**config.mk**
```make
export PLATFORM = sky130hd
export DESIGN_NAME = lcd_mode_timing_stat_irq_core
export DESIGN_NICKNAME = d
export VERILOG_FILES = /design/src/rtl/lmtsi_pkg.sv /design/src/rtl/lcd_mode_timing_stat_irq_core.sv
export SDC_FILE = /design/constraint.sdc
export NUM_CORES = 1
export LEC_CHECK = 0
export BUFFER_PORTS_ARGS = -buffer_cell sky130_fd_sc_hd__clkbuf_2
export CORE_MARGIN = 2
export CORE_UTILIZATION = 61
export DETAILED_ROUTE_END_ITERATION = 8
export HOLD_SLACK_MARGIN = 0.06
export MAX_ROUTING_LAYER = met4
export PLACE_DENSITY = 0.79
export SYNTH_ARGS = -nofsm -noshare
export SYNTH_HDL_FRONTEND = slang
export SYNTH_SLANG_ARGS = --single-unit
```
**constraint.sdc**
```tcl
create_clock -name clk -period 6.4 [get_ports clk]
set_clock_uncertainty 0.1 [all_clocks]
set_input_delay 0.96 -clock clk [delete_from_list [all_inputs] [get_ports clk]]
set_output_delay 0.96 -clock clk [all_outputs]
set_load 0.1 [all_outputs]
```
**src/rtl/lmtsi_pkg.sv**
```systemverilog
// lmtsi_pkg: types and constants for the display mode timing sequencer
// no dependencies; used by lcd_mode_timing_stat_irq_core
`default_nettype none

package lmtsi_pkg;

    typedef enum logic [1:0] {
        ACT_TICK   = 2'd0,
        ACT_READ   = 2'd1,
        ACT_WRITE  = 2'd2,
        ACT_UNUSED = 2'd3
    } action_t;

    typedef enum logic [1:0] {
        MODE_HBLANK   = 2'd0,
        MODE_VBLANK   = 2'd1,
        MODE_OAM      = 2'd2,
        MODE_TRANSFER = 2'd3
    } mode_t;

    // line timing in machine cycles
    localparam logic [15:0] OAM_LEN      = 16'd20;
    localparam logic [15:0] TRANSFER_LEN = 16'd43;
    localparam logic [15:0] HBLANK_LEN   = 16'd51;
    localparam logic [15:0] LINE_TOTAL   = 16'd114;
    localparam logic [15:0] OAM_END      = OAM_LEN;
    localparam logic [15:0] TRANSFER_END = OAM_LEN + TRANSFER_LEN;
    localparam logic [15:0] HBLANK_END   = OAM_LEN + TRANSFER_LEN + HBLANK_LEN;
    localparam logic [15:0] COUNT_MAX    = 16'hffff;

    localparam logic [7:0] LAST_LINE   = 8'd153;
    localparam logic [7:0] VBLANK_LINE = 8'd144;
    localparam logic [7:0] RESET_LINE  = 8'd145;

    // bit positions within the status byte
    localparam int STAT_HBLANK_BIT  = 3;
    localparam int STAT_VBLANK_BIT  = 4;
    localparam int STAT_OAM_BIT     = 5;
    localparam int STAT_COMPARE_BIT = 6;
    localparam logic [7:0] COMPARE_ENABLE = 8'(1 << STAT_COMPARE_BIT);

    // bus register offsets from the register base
    localparam logic [15:0] REG_BASE     = 16'hff40;
    localparam logic [3:0]  OFS_STATUS   = 4'(16'hff41 - REG_BASE);
    localparam logic [3:0]  OFS_LINE     = 4'(16'hff44 - REG_BASE);
    localparam logic [3:0]  OFS_COMPARE  = 4'(16'hff45 - REG_BASE);

endpackage

`default_nettype wire

```
**src/rtl/lcd_mode_timing_stat_irq_core.sv**
```systemverilog
// lcd_mode_timing_stat_irq_core: scanline mode timing sequencer with status requests
// depends on lmtsi_pkg
//
// usage:
// - input channel (in_valid / in_stall) carries one item per transaction: a tick
//   with an absolute cycle_count, or a bus read or write of the status (offset 1),
//   current line (offset 4) or compare line (offset 5) register
// - output channel (out_valid / out_stall) returns exactly one result per item:
//   read data, mode and scanline after the item, vblank and status request
//   pulses, and a flag for an unimplemented register offset
// - each item passes through the input register, then the mode/line update into
//   the result register; out_valid rises once the result register is loaded
// - throughput is one item per cycle while the receiver does not stall; the single
//   add-and-compare of the cycle count against the mode thresholds sets that figure
// - when the receiver stalls, the result register holds and the input register
//   still takes one more item; in_stall rises once both are full
// - reset leaves the block in vblank at line 145 with the cycle counter, the
//   last cycle count, the status enables and the compare line cleared
`default_nettype none

module lcd_mode_timing_stat_irq_core #(
    parameter int CYCLE_WIDTH = 32
) (
    input  wire logic        clk,
    input  wire logic        rst_n,

    input  wire logic        in_valid,
    output logic             in_stall,
    input  wire logic [1:0]  action,
    input  wire logic [3:0]  reg_index,
    input  wire logic [7:0]  write_data,
    input  wire logic [31:0] cycle_count,

    output logic             out_valid,
    input  wire logic        out_stall,
    output logic [7:0]       read_data,
    output logic [1:0]       mode,
    output logic [7:0]       scanline,
    output logic             vblank_request,
    output logic             status_request,
    output logic             bad_register
);

    // input register
    logic                     a_valid_reg;
    lmtsi_pkg::action_t       a_action_reg;
    logic [3:0]               a_index_reg;
    logic [7:0]               a_data_reg;
    logic [CYCLE_WIDTH-1:0]   a_now_reg;

    // sequencer state
    lmtsi_pkg::mode_t         mode_reg, mode_next;
    logic [7:0]               line_reg, line_next;
    logic [15:0]              count_reg, count_next;
    logic [CYCLE_WIDTH-1:0]   last_cycle_reg, last_cycle_next;
    logic [5:0]               enables_reg, enables_next;
    logic [7:0]               compare_reg, compare_next;

    // result register
    logic                     out_valid_reg;
    logic [7:0]               read_data_reg, read_data_next;
    logic                     vblank_req_reg, vblank_req_next;
    logic                     status_req_reg, status_req_next;
    logic                     bad_reg, bad_next;
    lmtsi_pkg::mode_t         out_mode_reg;
    logic [7:0]               out_line_reg;

    logic                     out_free;
    logic                     advance;
    logic                     in_accept;
    logic [CYCLE_WIDTH+31:0]  now_ext;

    // tick datapath
    logic [CYCLE_WIDTH-1:0]   elapsed;
    logic [15:0]              headroom;
    logic [15:0]              count_sum;
    logic [7:0]               stat;
    logic [7:0]               line_inc;

    assign out_free  = !out_valid_reg || !out_stall;
    assign advance   = a_valid_reg && out_free;
    assign in_stall  = a_valid_reg && !out_free;
    assign in_accept = in_valid && !in_stall;
    assign now_ext   = {{CYCLE_WIDTH{1'b0}}, cycle_count};

    always_ff @(posedge clk or negedge rst_n)
    begin
        if (!rst_n)
        begin
            a_valid_reg <= 1'b0;
        end
        else if (in_accept)
        begin
            a_valid_reg <= 1'b1;
        end
        else if (advance)
        begin
            a_valid_reg <= 1'b0;
        end
    end

    always_ff @(posedge clk)
    begin
        if (in_accept)
        begin
            a_action_reg <= lmtsi_pkg::action_t'(action);
            a_index_reg  <= reg_index;
            a_data_reg   <= write_data;
            a_now_reg    <= now_ext[CYCLE_WIDTH-1:0];
        end
    end

    assign elapsed   = a_now_reg - last_cycle_reg;
    assign headroom  = lmtsi_pkg::COUNT_MAX - count_reg;
    assign count_sum = count_reg + elapsed[15:0];
    assign stat      = {enables_reg, 2'b00};
    assign line_inc  = line_reg + 8'd1;

    always_comb
    begin
        logic [15:0] cnt;
        mode_next       = mode_reg;
        line_next       = line_reg;
        count_next      = count_reg;
        last_cycle_next = last_cycle_reg;
        enables_next    = enables_reg;
        compare_next    = compare_reg;
        read_data_next  = 8'd0;
        vblank_req_next = 1'b0;
        status_req_next = 1'b0;
        bad_next        = 1'b0;
        cnt             = count_reg;

        case (a_action_reg)
            lmtsi_pkg::ACT_TICK:
            begin
                if (elapsed >= CYCLE_WIDTH'(headroom))
                begin
                    cnt = lmtsi_pkg::COUNT_MAX;
                end
                else
                begin
                    cnt = count_sum;
                end
                count_next      = cnt;
                last_cycle_next = a_now_reg;

                unique case (mode_reg)
                    lmtsi_pkg::MODE_OAM:
                    begin
                        if (cnt >= lmtsi_pkg::OAM_END)
                        begin
                            mode_next = lmtsi_pkg::MODE_TRANSFER;
                        end
                    end
                    lmtsi_pkg::MODE_TRANSFER:
                    begin
                        if (cnt >= lmtsi_pkg::TRANSFER_END)
                        begin
                            mode_next = lmtsi_pkg::MODE_HBLANK;
                        end
                    end
                    lmtsi_pkg::MODE_HBLANK:
                    begin
                        if (cnt >= lmtsi_pkg::HBLANK_END)
                        begin
                            line_next  = line_inc;
                            count_next = 16'd0;
                            if (line_inc == lmtsi_pkg::VBLANK_LINE)
                            begin
                                mode_next       = lmtsi_pkg::MODE_VBLANK;
                                vblank_req_next = 1'b1;
                            end
                            else
                            begin
                                mode_next = lmtsi_pkg::MODE_OAM;
                            end
                        end
                    end
                    default:
                    begin
                        if (cnt >= lmtsi_pkg::LINE_TOTAL)
                        begin
                            count_next = 16'd0;
                            if (line_reg == lmtsi_pkg::LAST_LINE)
                            begin
                                mode_next = lmtsi_pkg::MODE_OAM;
                                line_next = 8'd0;
                            end
                            else
                            begin
                                line_next = line_inc;
                            end
                        end
                    end
                endcase

                // line compare on a line change
                if ((line_next != line_reg) && ((stat & lmtsi_pkg::COMPARE_ENABLE) != 8'd0)
                    && (line_next == compare_reg))
                begin
                    status_req_next = 1'b1;
                end

                // enabled mode entry
                if (mode_next != mode_reg)
                begin
                    case (mode_next)
                        lmtsi_pkg::MODE_OAM:
                            if (stat[lmtsi_pkg::STAT_OAM_BIT]) status_req_next = 1'b1;
                        lmtsi_pkg::MODE_HBLANK:
                            if (stat[lmtsi_pkg::STAT_HBLANK_BIT]) status_req_next = 1'b1;
                        lmtsi_pkg::MODE_VBLANK:
                            if (stat[lmtsi_pkg::STAT_VBLANK_BIT]) status_req_next = 1'b1;
                        default:
                        begin
                        end
                    endcase
                end
            end
            lmtsi_pkg::ACT_READ:
            begin
                unique case (a_index_reg)
                    lmtsi_pkg::OFS_STATUS:  read_data_next = {enables_reg, mode_reg};
                    lmtsi_pkg::OFS_LINE:    read_data_next = line_reg;
                    lmtsi_pkg::OFS_COMPARE: read_data_next = compare_reg;
                    default:                bad_next = 1'b1;
                endcase
            end
            lmtsi_pkg::ACT_WRITE:
            begin
                unique case (a_index_reg)
                    lmtsi_pkg::OFS_STATUS:  enables_next = a_data_reg[7:2];
                    lmtsi_pkg::OFS_LINE:
                    begin
                        line_next = 8'd0;
                        mode_next = lmtsi_pkg::MODE_OAM;
                    end
                    lmtsi_pkg::OFS_COMPARE: compare_next = a_data_reg;
                    default:                bad_next = 1'b1;
                endcase
            end
            default:
            begin
            end
        endcase
    end

    always_ff @(posedge clk or negedge rst_n)
    begin
        if (!rst_n)
        begin
            mode_reg       <= lmtsi_pkg::MODE_VBLANK;
            line_reg       <= lmtsi_pkg::RESET_LINE;
            count_reg      <= 16'd0;
            last_cycle_reg <= '0;
            enables_reg    <= 6'd0;
            compare_reg    <= 8'd0;
        end
        else if (advance)
        begin
            mode_reg       <= mode_next;
            line_reg       <= line_next;
            count_reg      <= count_next;
            last_cycle_reg <= last_cycle_next;
            enables_reg    <= enables_next;
            compare_reg    <= compare_next;
        end
    end

    always_ff @(posedge clk or negedge rst_n)
    begin
        if (!rst_n)
        begin
            out_valid_reg <= 1'b0;
        end
        else if (out_free)
        begin
            out_valid_reg <= a_valid_reg;
        end
    end

    always_ff @(posedge clk)
    begin
        if (advance)
        begin
            read_data_reg  <= read_data_next;
            vblank_req_reg <= vblank_req_next;
            status_req_reg <= status_req_next;
            bad_reg        <= bad_next;
            out_mode_reg   <= mode_next;
            out_line_reg   <= line_next;
        end
    end

    assign out_valid      = out_valid_reg;
    assign read_data      = read_data_reg;
    assign mode           = out_mode_reg;
    assign scanline       = out_line_reg;
    assign vblank_request = vblank_req_reg;
    assign status_request = status_req_reg;
    assign bad_register   = bad_reg;

    // a vblank request only comes with vblank entered at the vblank line
    assert property (@(posedge clk) disable iff (!rst_n)
        (out_valid_reg && vblank_req_reg) |->
            (out_mode_reg == lmtsi_pkg::MODE_VBLANK && out_line_reg == lmtsi_pkg::VBLANK_LINE))
        else $error("vblank request without vblank entry at the vblank line");

    // a bad offset reads as zero and raises no request
    assert property (@(posedge clk) disable iff (!rst_n)
        (out_valid_reg && bad_reg) |->
            (read_data_reg == 8'd0 && !vblank_req_reg && !status_req_reg))
        else $error("bad register access carried data or a request");

    // bus transactions never move the cycle reference
    assert property (@(posedge clk) disable iff (!rst_n)
        (advance && a_action_reg != lmtsi_pkg::ACT_TICK) |=> $stable(last_cycle_reg))
        else $error("bus transaction changed the last cycle count");

    // the result shows the state left behind by its item
    assert property (@(posedge clk) disable iff (!rst_n)
        advance |=> (out_mode_reg == mode_reg && out_line_reg == line_reg))
        else $error("result mode or line differs from sequencer state");

endmodule

`default_nettype wire
```
# Word level (Yosys, flattened, before mapping)
# Cells that the tools add are included.
# op_classes
n_reduce_logical,21
n_addsub,4
muxes,32
order_cmp,4
eq_ne,14
# op_table
op,n
$mux 16,4
$mux 8,5
$ge 32x16->1,1
$pmux 8 s2,2
$sub 32x32->32,1
$pmux 8 s3,1
$add 16x16->16,1
$eq 8x8->1 const B,2
$ge 16x5->1 const B,1
$ge 16x6->1 const B,1
$ge 16x7->1 const B,1
$mux 2,8
$sub 16x16->16 const A,1
$mux 1,9
$reduce_and 3->1,3
$add 8x1->8 const B,1
$eq 2x2->1 const B,4
$eq 4x3->1 const B,2
$eq 8x8->1,1
$ne 8x8->1,1
$logic_not 2->1,3
$pmux 2 s3,1
$logic_and 1x1->1,5
$eq 2x1->1 const B,2
10 further kinds,14
# word_totals
reg_bits,141
output_inout_bits,23
elab_cells,93
input_bits,50

# Logic depth before layout (Yosys ltp)
# depth
word_depth,15
depth_mapped,22
mapped_depth_nobuf,20

# Least setup slack after synthesis
# Ideal clock, no wire load.
# synth_timing
path_kind,flip-flop to flip-flop
startpoint,register last_cycle_reg[0]
endpoint,"register out_line_reg[4], in the netlist scanline[4] (data pin)"
t_arrival_ns,4.397
setup_slack_ns,1.644
path_buffers,1
synth_period_minus_slack_ns,4.756
setup_time_ns,0.259
stages_incl_launch_ff,21
required_ns,6.041
path_cell_list,dfrtp_1 ha_1 fa_1 nand2b_1 a21oi_1 nor2_1 o21ai_0 xor2_1 ha_1 a21o_1 a31oi_1 o21ai_0 or3_1 a2111oi_2 nand3_2 nor3_1 and4bb_4 or2_1 buf_4 nor4_1 a211o_1
# synth_between
elab_chain_cells,9
# synth_lines
item,line,source
start: declaration,lcd_mode_timing_stat_irq_core.sv:55,"logic [CYCLE_WIDTH-1:0] last_cycle_reg, last_cycle_next;"
start signal: assignment,lcd_mode_timing_stat_irq_core.sv:265,last_cycle_reg <= last_cycle_next;
$sub 32x32->32 (*),lcd_mode_timing_stat_irq_core.sv:113,assign elapsed = a_now_reg - last_cycle_reg;
$ge 32x16->1 or $add 16x16->16 (tied branches),"lcd_mode_timing_stat_irq_core.sv:137, lcd_mode_timing_stat_irq_core.sv:115",
$mux 16 (*),lcd_mode_timing_stat_irq_core.sv:137,if (elapsed >= CYCLE_WIDTH'(headroom))
$mux 16 (*),lcd_mode_timing_stat_irq_core.sv:134,case (a_action_reg)
$ge 16x7->1 (*),"lcd_mode_timing_stat_irq_core.sv:165, lcd_mode_timing_stat_irq_core.sv:182",
$mux 8 (on tied branches),"lcd_mode_timing_stat_irq_core.sv:182, lcd_mode_timing_stat_irq_core.sv:165",
$pmux 8 s2 (*),lcd_mode_timing_stat_irq_core.sv:148,unique case (mode_reg)
$mux 8 (*),lcd_mode_timing_stat_irq_core.sv:134,
$pmux 8 s2 (*),lcd_mode_timing_stat_irq_core.sv:134,
net line_next[4],lcd_mode_timing_stat_irq_core.sv:53,"logic [7:0] line_reg, line_next;"
end signal: assignment,lcd_mode_timing_stat_irq_core.sv:292,out_line_reg <= line_next;
end: declaration,lcd_mode_timing_stat_irq_core.sv:66,logic [7:0] out_line_reg;
# Mark *: on every way through the listed nets, which the timed path passes. The rest lies on a longest branch. The select of a mux whose other input is x is not followed.
# A chain may end at the register's enable or synchronous reset.

# Worst setup path after layout
# layout_timing
startpoint,register a_now_reg[0]
endpoint,"register out_line_reg[4], in the netlist scanline[4] (data pin)"
# layout_between
elab_chain_cells,9
# layout_lines
item,line,source
start: declaration,lcd_mode_timing_stat_irq_core.sv:49,logic [CYCLE_WIDTH-1:0] a_now_reg;
start signal: assignment,lcd_mode_timing_stat_irq_core.sv:109,a_now_reg <= now_ext[CYCLE_WIDTH-1:0];
$sub 32x32->32 (*),lcd_mode_timing_stat_irq_core.sv:113,
$ge 32x16->1 or $add 16x16->16 (tied branches),"lcd_mode_timing_stat_irq_core.sv:137, lcd_mode_timing_stat_irq_core.sv:115",
$mux 16 (*),lcd_mode_timing_stat_irq_core.sv:137,
$mux 16 (*),lcd_mode_timing_stat_irq_core.sv:134,
$ge 16x7->1 (*),"lcd_mode_timing_stat_irq_core.sv:165, lcd_mode_timing_stat_irq_core.sv:182",
$mux 8 (on tied branches),"lcd_mode_timing_stat_irq_core.sv:182, lcd_mode_timing_stat_irq_core.sv:165",
$pmux 8 s2 (*),lcd_mode_timing_stat_irq_core.sv:148,
$mux 8 (*),lcd_mode_timing_stat_irq_core.sv:134,
$pmux 8 s2 (*),lcd_mode_timing_stat_irq_core.sv:134,
net line_next[4],lcd_mode_timing_stat_irq_core.sv:53,
# Marks and branches as above.

==> flow_summary.json <==
{
  "drv_slew": 0,
  "path_cells": "inv_1 -> ha_1 -> fa_1 -> nand2b_1 -> a21oi_1 -> nor2_1 -> o21ai_0 -> xor2_1 -> ha_1 -> nand4_1 -> a211oi_1 -> a2111oi_4 -> xnor2_1 -> a2111oi_4 -> nand3_2 -> nor3_1 -> and4bb_4 -> nor2_2 -> a211oi_1 -> a211o_1",
  "overflow": 0,
  "cts.sinks": 141,
  "n_fill_cell": 1198,
  "syn-cell-area_um2": 9330,
  "slowest_delay_ns": 0.78,
  "io-pin-count": 73,
  "core.rowCount": 45,
  "netlist.area_leader.share_pct": 21.56,
  "clock_latency_ns": 0.44,
  "synth_common_cells": "nand2_1, o21ai_0, dfrtp_1",
  "fin_crit_sh_pct": 90.14,
  "coreArea_um2": 15090,
  "htreeDepth": 4,
  "yosysSeqAreaShare_pct": 41.46,
  "async_flop_share_pct": 52.48,
  "power_frac_seq_pct": 29.6,
  "holdCritPathClass": "reg2reg",
  "post_cts_buffers": 0,
  "status": "complete, no violations",
  "endpoint_kind": "flip-flop",
  "path_clk_slew_ns": 0.07,
  "grt_usage_pct": 29.30,
  "register_area_um2": 3869,
  "max_freq_mhz": 173.3,
  "yosys.area.top_type": "edfxtp_1",
  "drtIter0Drc": 733,
  "nets": 1151,
  "worstSetupPathType": "reg2reg",
  "drive_above_1_share_pct": 15.86,
  "syn_inst": 1004,
  "setup_violations": 0,
  "finalPower_w": 0.004114,
  "vias_per_cell": 6.275,
  "syn2layout_area_growth_pct": 10.65,
  "cts_resized": 0,
  "worst_slew_pin_slew_ns": 1.187,
  "grt_max_degree": 75,
  "max-clock-path-buffers": 2,
  "die_w_um": 127.7,
  "yosys_most_used_dff": "dfrtp_1",
  "synth_most_common_cell": "nand2_1",
  "p_int_w": 0.002308,
  "rr_startpoint": "a_now_reg[0]$_DFFE_PP_",
  "hold_viol_final": 0,
  "diodes": 0,
  "critPathSlowestCell": "nor2_2",
  "swShare_pct": 43.90,
  "antenna_found_initial": 0,
  "synth_cell_types": 84,
  "crit_buf_inv": 1,
  "drv_cap": 0,
  "netlist_top_cells_area": "edfxtp_1, dfrtp_1, ha_1, nand2_1, o21ai_0",
  "grt_pass1_wl_um": 36560,
  "postRouteWirelength_um": 22330,
  "ys_ff_latch": 141,
  "p_sw_w": 0.001806,
  "fp.dieArea_um2": 16300,
  "rrSetupSlack_ns": 0.63,
  "synth_warnings": 0,
  "post_cts_hold_buffer_count": 0,
  "cp_max_fo": 24,
  "r2r-end": "scanline[4]$_DFFE_PP_",
  "multiInputGateArea_um2": 5015,
  "grt_pass1_vias": 7304,
  "p_leak_nw": 4.306,
  "cts-root-buf": "clkbuf_16",
  "cp_top_family": "simple AND/OR/NAND/NOR gates",
  "tns_ns": 0,
  "gp_congestion": 0.9966,
  "holdPathStages": 1,
  "cp-start-kind": "flip-flop",
  "drc": 0,
  "hp-start": "a_data_reg[1]$_DFFE_PP_",
  "synth.avg_cell_area_um2": 9.293,
  "p_per_area_nw_per_um2": 398.5,
  "critPathArrivalTime_ns": 5.85,
  "wl_per_cell_um": 17.91,
  "hold_end": "compare_reg[1]$_DFFE_PN0P_",
  "critPathRequiredTime_ns": 6.48,
  "drtAntennaViolNets": 0,
  "clock_power_share_pct": 23.9,
  "dr.pass1.iters": 6,
  "die_h_um": 127.7,
  "rsz0062_at_grt": "false",
  "cts_tree": "done",
  "initial_core_util_pct": 61.83,
  "worstRegToRegCells": 20,
  "synthesis.nets": 1109,
  "hpwlAfterDp_um": 16370,
  "synth-edff-count": 67,
  "cts_buffers": 17,
  "slew_headroom_pct": 18.58,
  "io_buffers": 72,
  "final.min_clock_period_ns": 5.769,
  "ir_worst_vdd_uv": 294.1,
  "comb_power_share_pct": 46.5,
  "vias": 7825
}
-- worst reg2reg max path, cell delays in order (launching register included) --
cell and delay [ns]:
edfxtp_1 0.33, inv_1 0.05, ha_1 0.22, fa_1 0.40, nand2b_1 0.19, a21oi_1 0.34, nor2_1 0.13, o21ai_0 0.24
xor2_1 0.10, ha_1 0.50, nand4_1 0.22, a211oi_1 0.44, a2111oi_4 0.12, xnor2_1 0.31, a2111oi_4 0.08, nand3_2 0.14
nor3_1 0.07, and4bb_4 0.25, nor2_2 0.78, a211oi_1 0.18, a211o_1 0.33
-- layout make-up --
| class | count | area share [%] |
|---|---|---|
| Clock buffer | 17 | 4.121 |
| Clock inverter | 15 | 1.673 |
| Inverter | 57 | 2.072 |
| Multi-Input combinational cell | 753 | 48.58 |
| Sequential cell | 141 | 37.47 |
| Tap cell | 188 | 2.279 |
| Timing Repair Buffer | 76 | 3.806 |
-- worst max path at each step --
stage | start | endpoint | slack, ns | cells after the start
global placement | a_now_reg[0]$_DFFE_PP_ | scanline[4]$_DFFE_PP_ | 0.85 | 20
detailed placement | a_now_reg[0]$_DFFE_PP_ | scanline[4]$_DFFE_PP_ | 0.68 | 20
floorplan | last_cycle_reg[0]$_DFFE_PN0P_ | scanline[4]$_DFFE_PP_ | 1.64 | 20
CTS | a_now_reg[0]$_DFFE_PP_ | scanline[4]$_DFFE_PP_ | 0.65 | 20
finish | a_now_reg[0]$_DFFE_PP_ | scanline[4]$_DFFE_PP_ | 0.63 | 20
global route | a_now_reg[0]$_DFFE_PP_ | scanline[4]$_DFFE_PP_ | 0.30 | 20
-- layer usage --
layer / global-route usage (%) / vias to the layer above / routed length, µm
met3: 4.967 / 41 / 1442
met1: 41.30 / 3751 / 10520
met5: - / - / 0
met2: 43.47 / 278 / 9920
li1: - / 3755 / -
met4: 9.567 / 0 / 448
-- power groups by stage --
stage	Combinational (W)	Clock [W]	Sequential (W)
floorplan	0.00143	0	0.00128
global placement	0.00187	0	0.00123
detailed placement	0.00188	0	0.00123
CTS	0.00189	0.000997	0.00121
global route	0.00211	0.00103	0.00123
finish	0.00191	0.000985	0.00122
-- through the flow --
step	hold slack, ns	util (%)	instance area [µm²]	cells	setup slack (ns)
4_1_cts	0.3857	68.42	10320	1247	0.6490
2_1_floorplan	0.3475	-	9330	1004	1.644
6_report	0.3828	68.42	10320	1247	0.6308
3_5_place_dp	0.3691	64.45	9726	1215	0.6758
3_3_place_gp	0.3621	64.45	9726	1215	0.8510
5_1_grt	0.3909	68.42	10320	1247	0.3011
-- cells in the final DEF (no fill, tap or decap), drive strengths merged, types with 8 or more instances in the layout --
cell type / instances
and2: 8
nand2: 131
nor2b: 10
o21a: 9
a22oi: 9
a21o: 13
inv: 65
ha: 53
nor3: 21
a2111oi: 8
a31oi: 8
mux2: 19
xor2: 18
o21ai: 111
xnor2: 24
nor2: 65
o211ai: 11
nand3: 18
a21oi: 57
nand4: 16
edfxtp: 67
dfrtp: 70
o31ai: 12
and3: 8
a211oi: 12
nand2b: 9
nor4: 10
clkbuf: 88
-- logic make-up after synthesis --
kind of cell / count (synthesis) / share of synthesized area [%]
DFF: 141 / 41.46
adders and majority gates: 55 / 7.537
muxes: 25 / 2.937
xor gates and xnor gates: 42 / 3.943
AOI/OAI and AO/OA: 308 / 22.66
and+or+nand+nor: 323 / 16.58
buffers and inverters: 110 / 4.881
No activity file was read; power rests on OpenSTA's default activity.
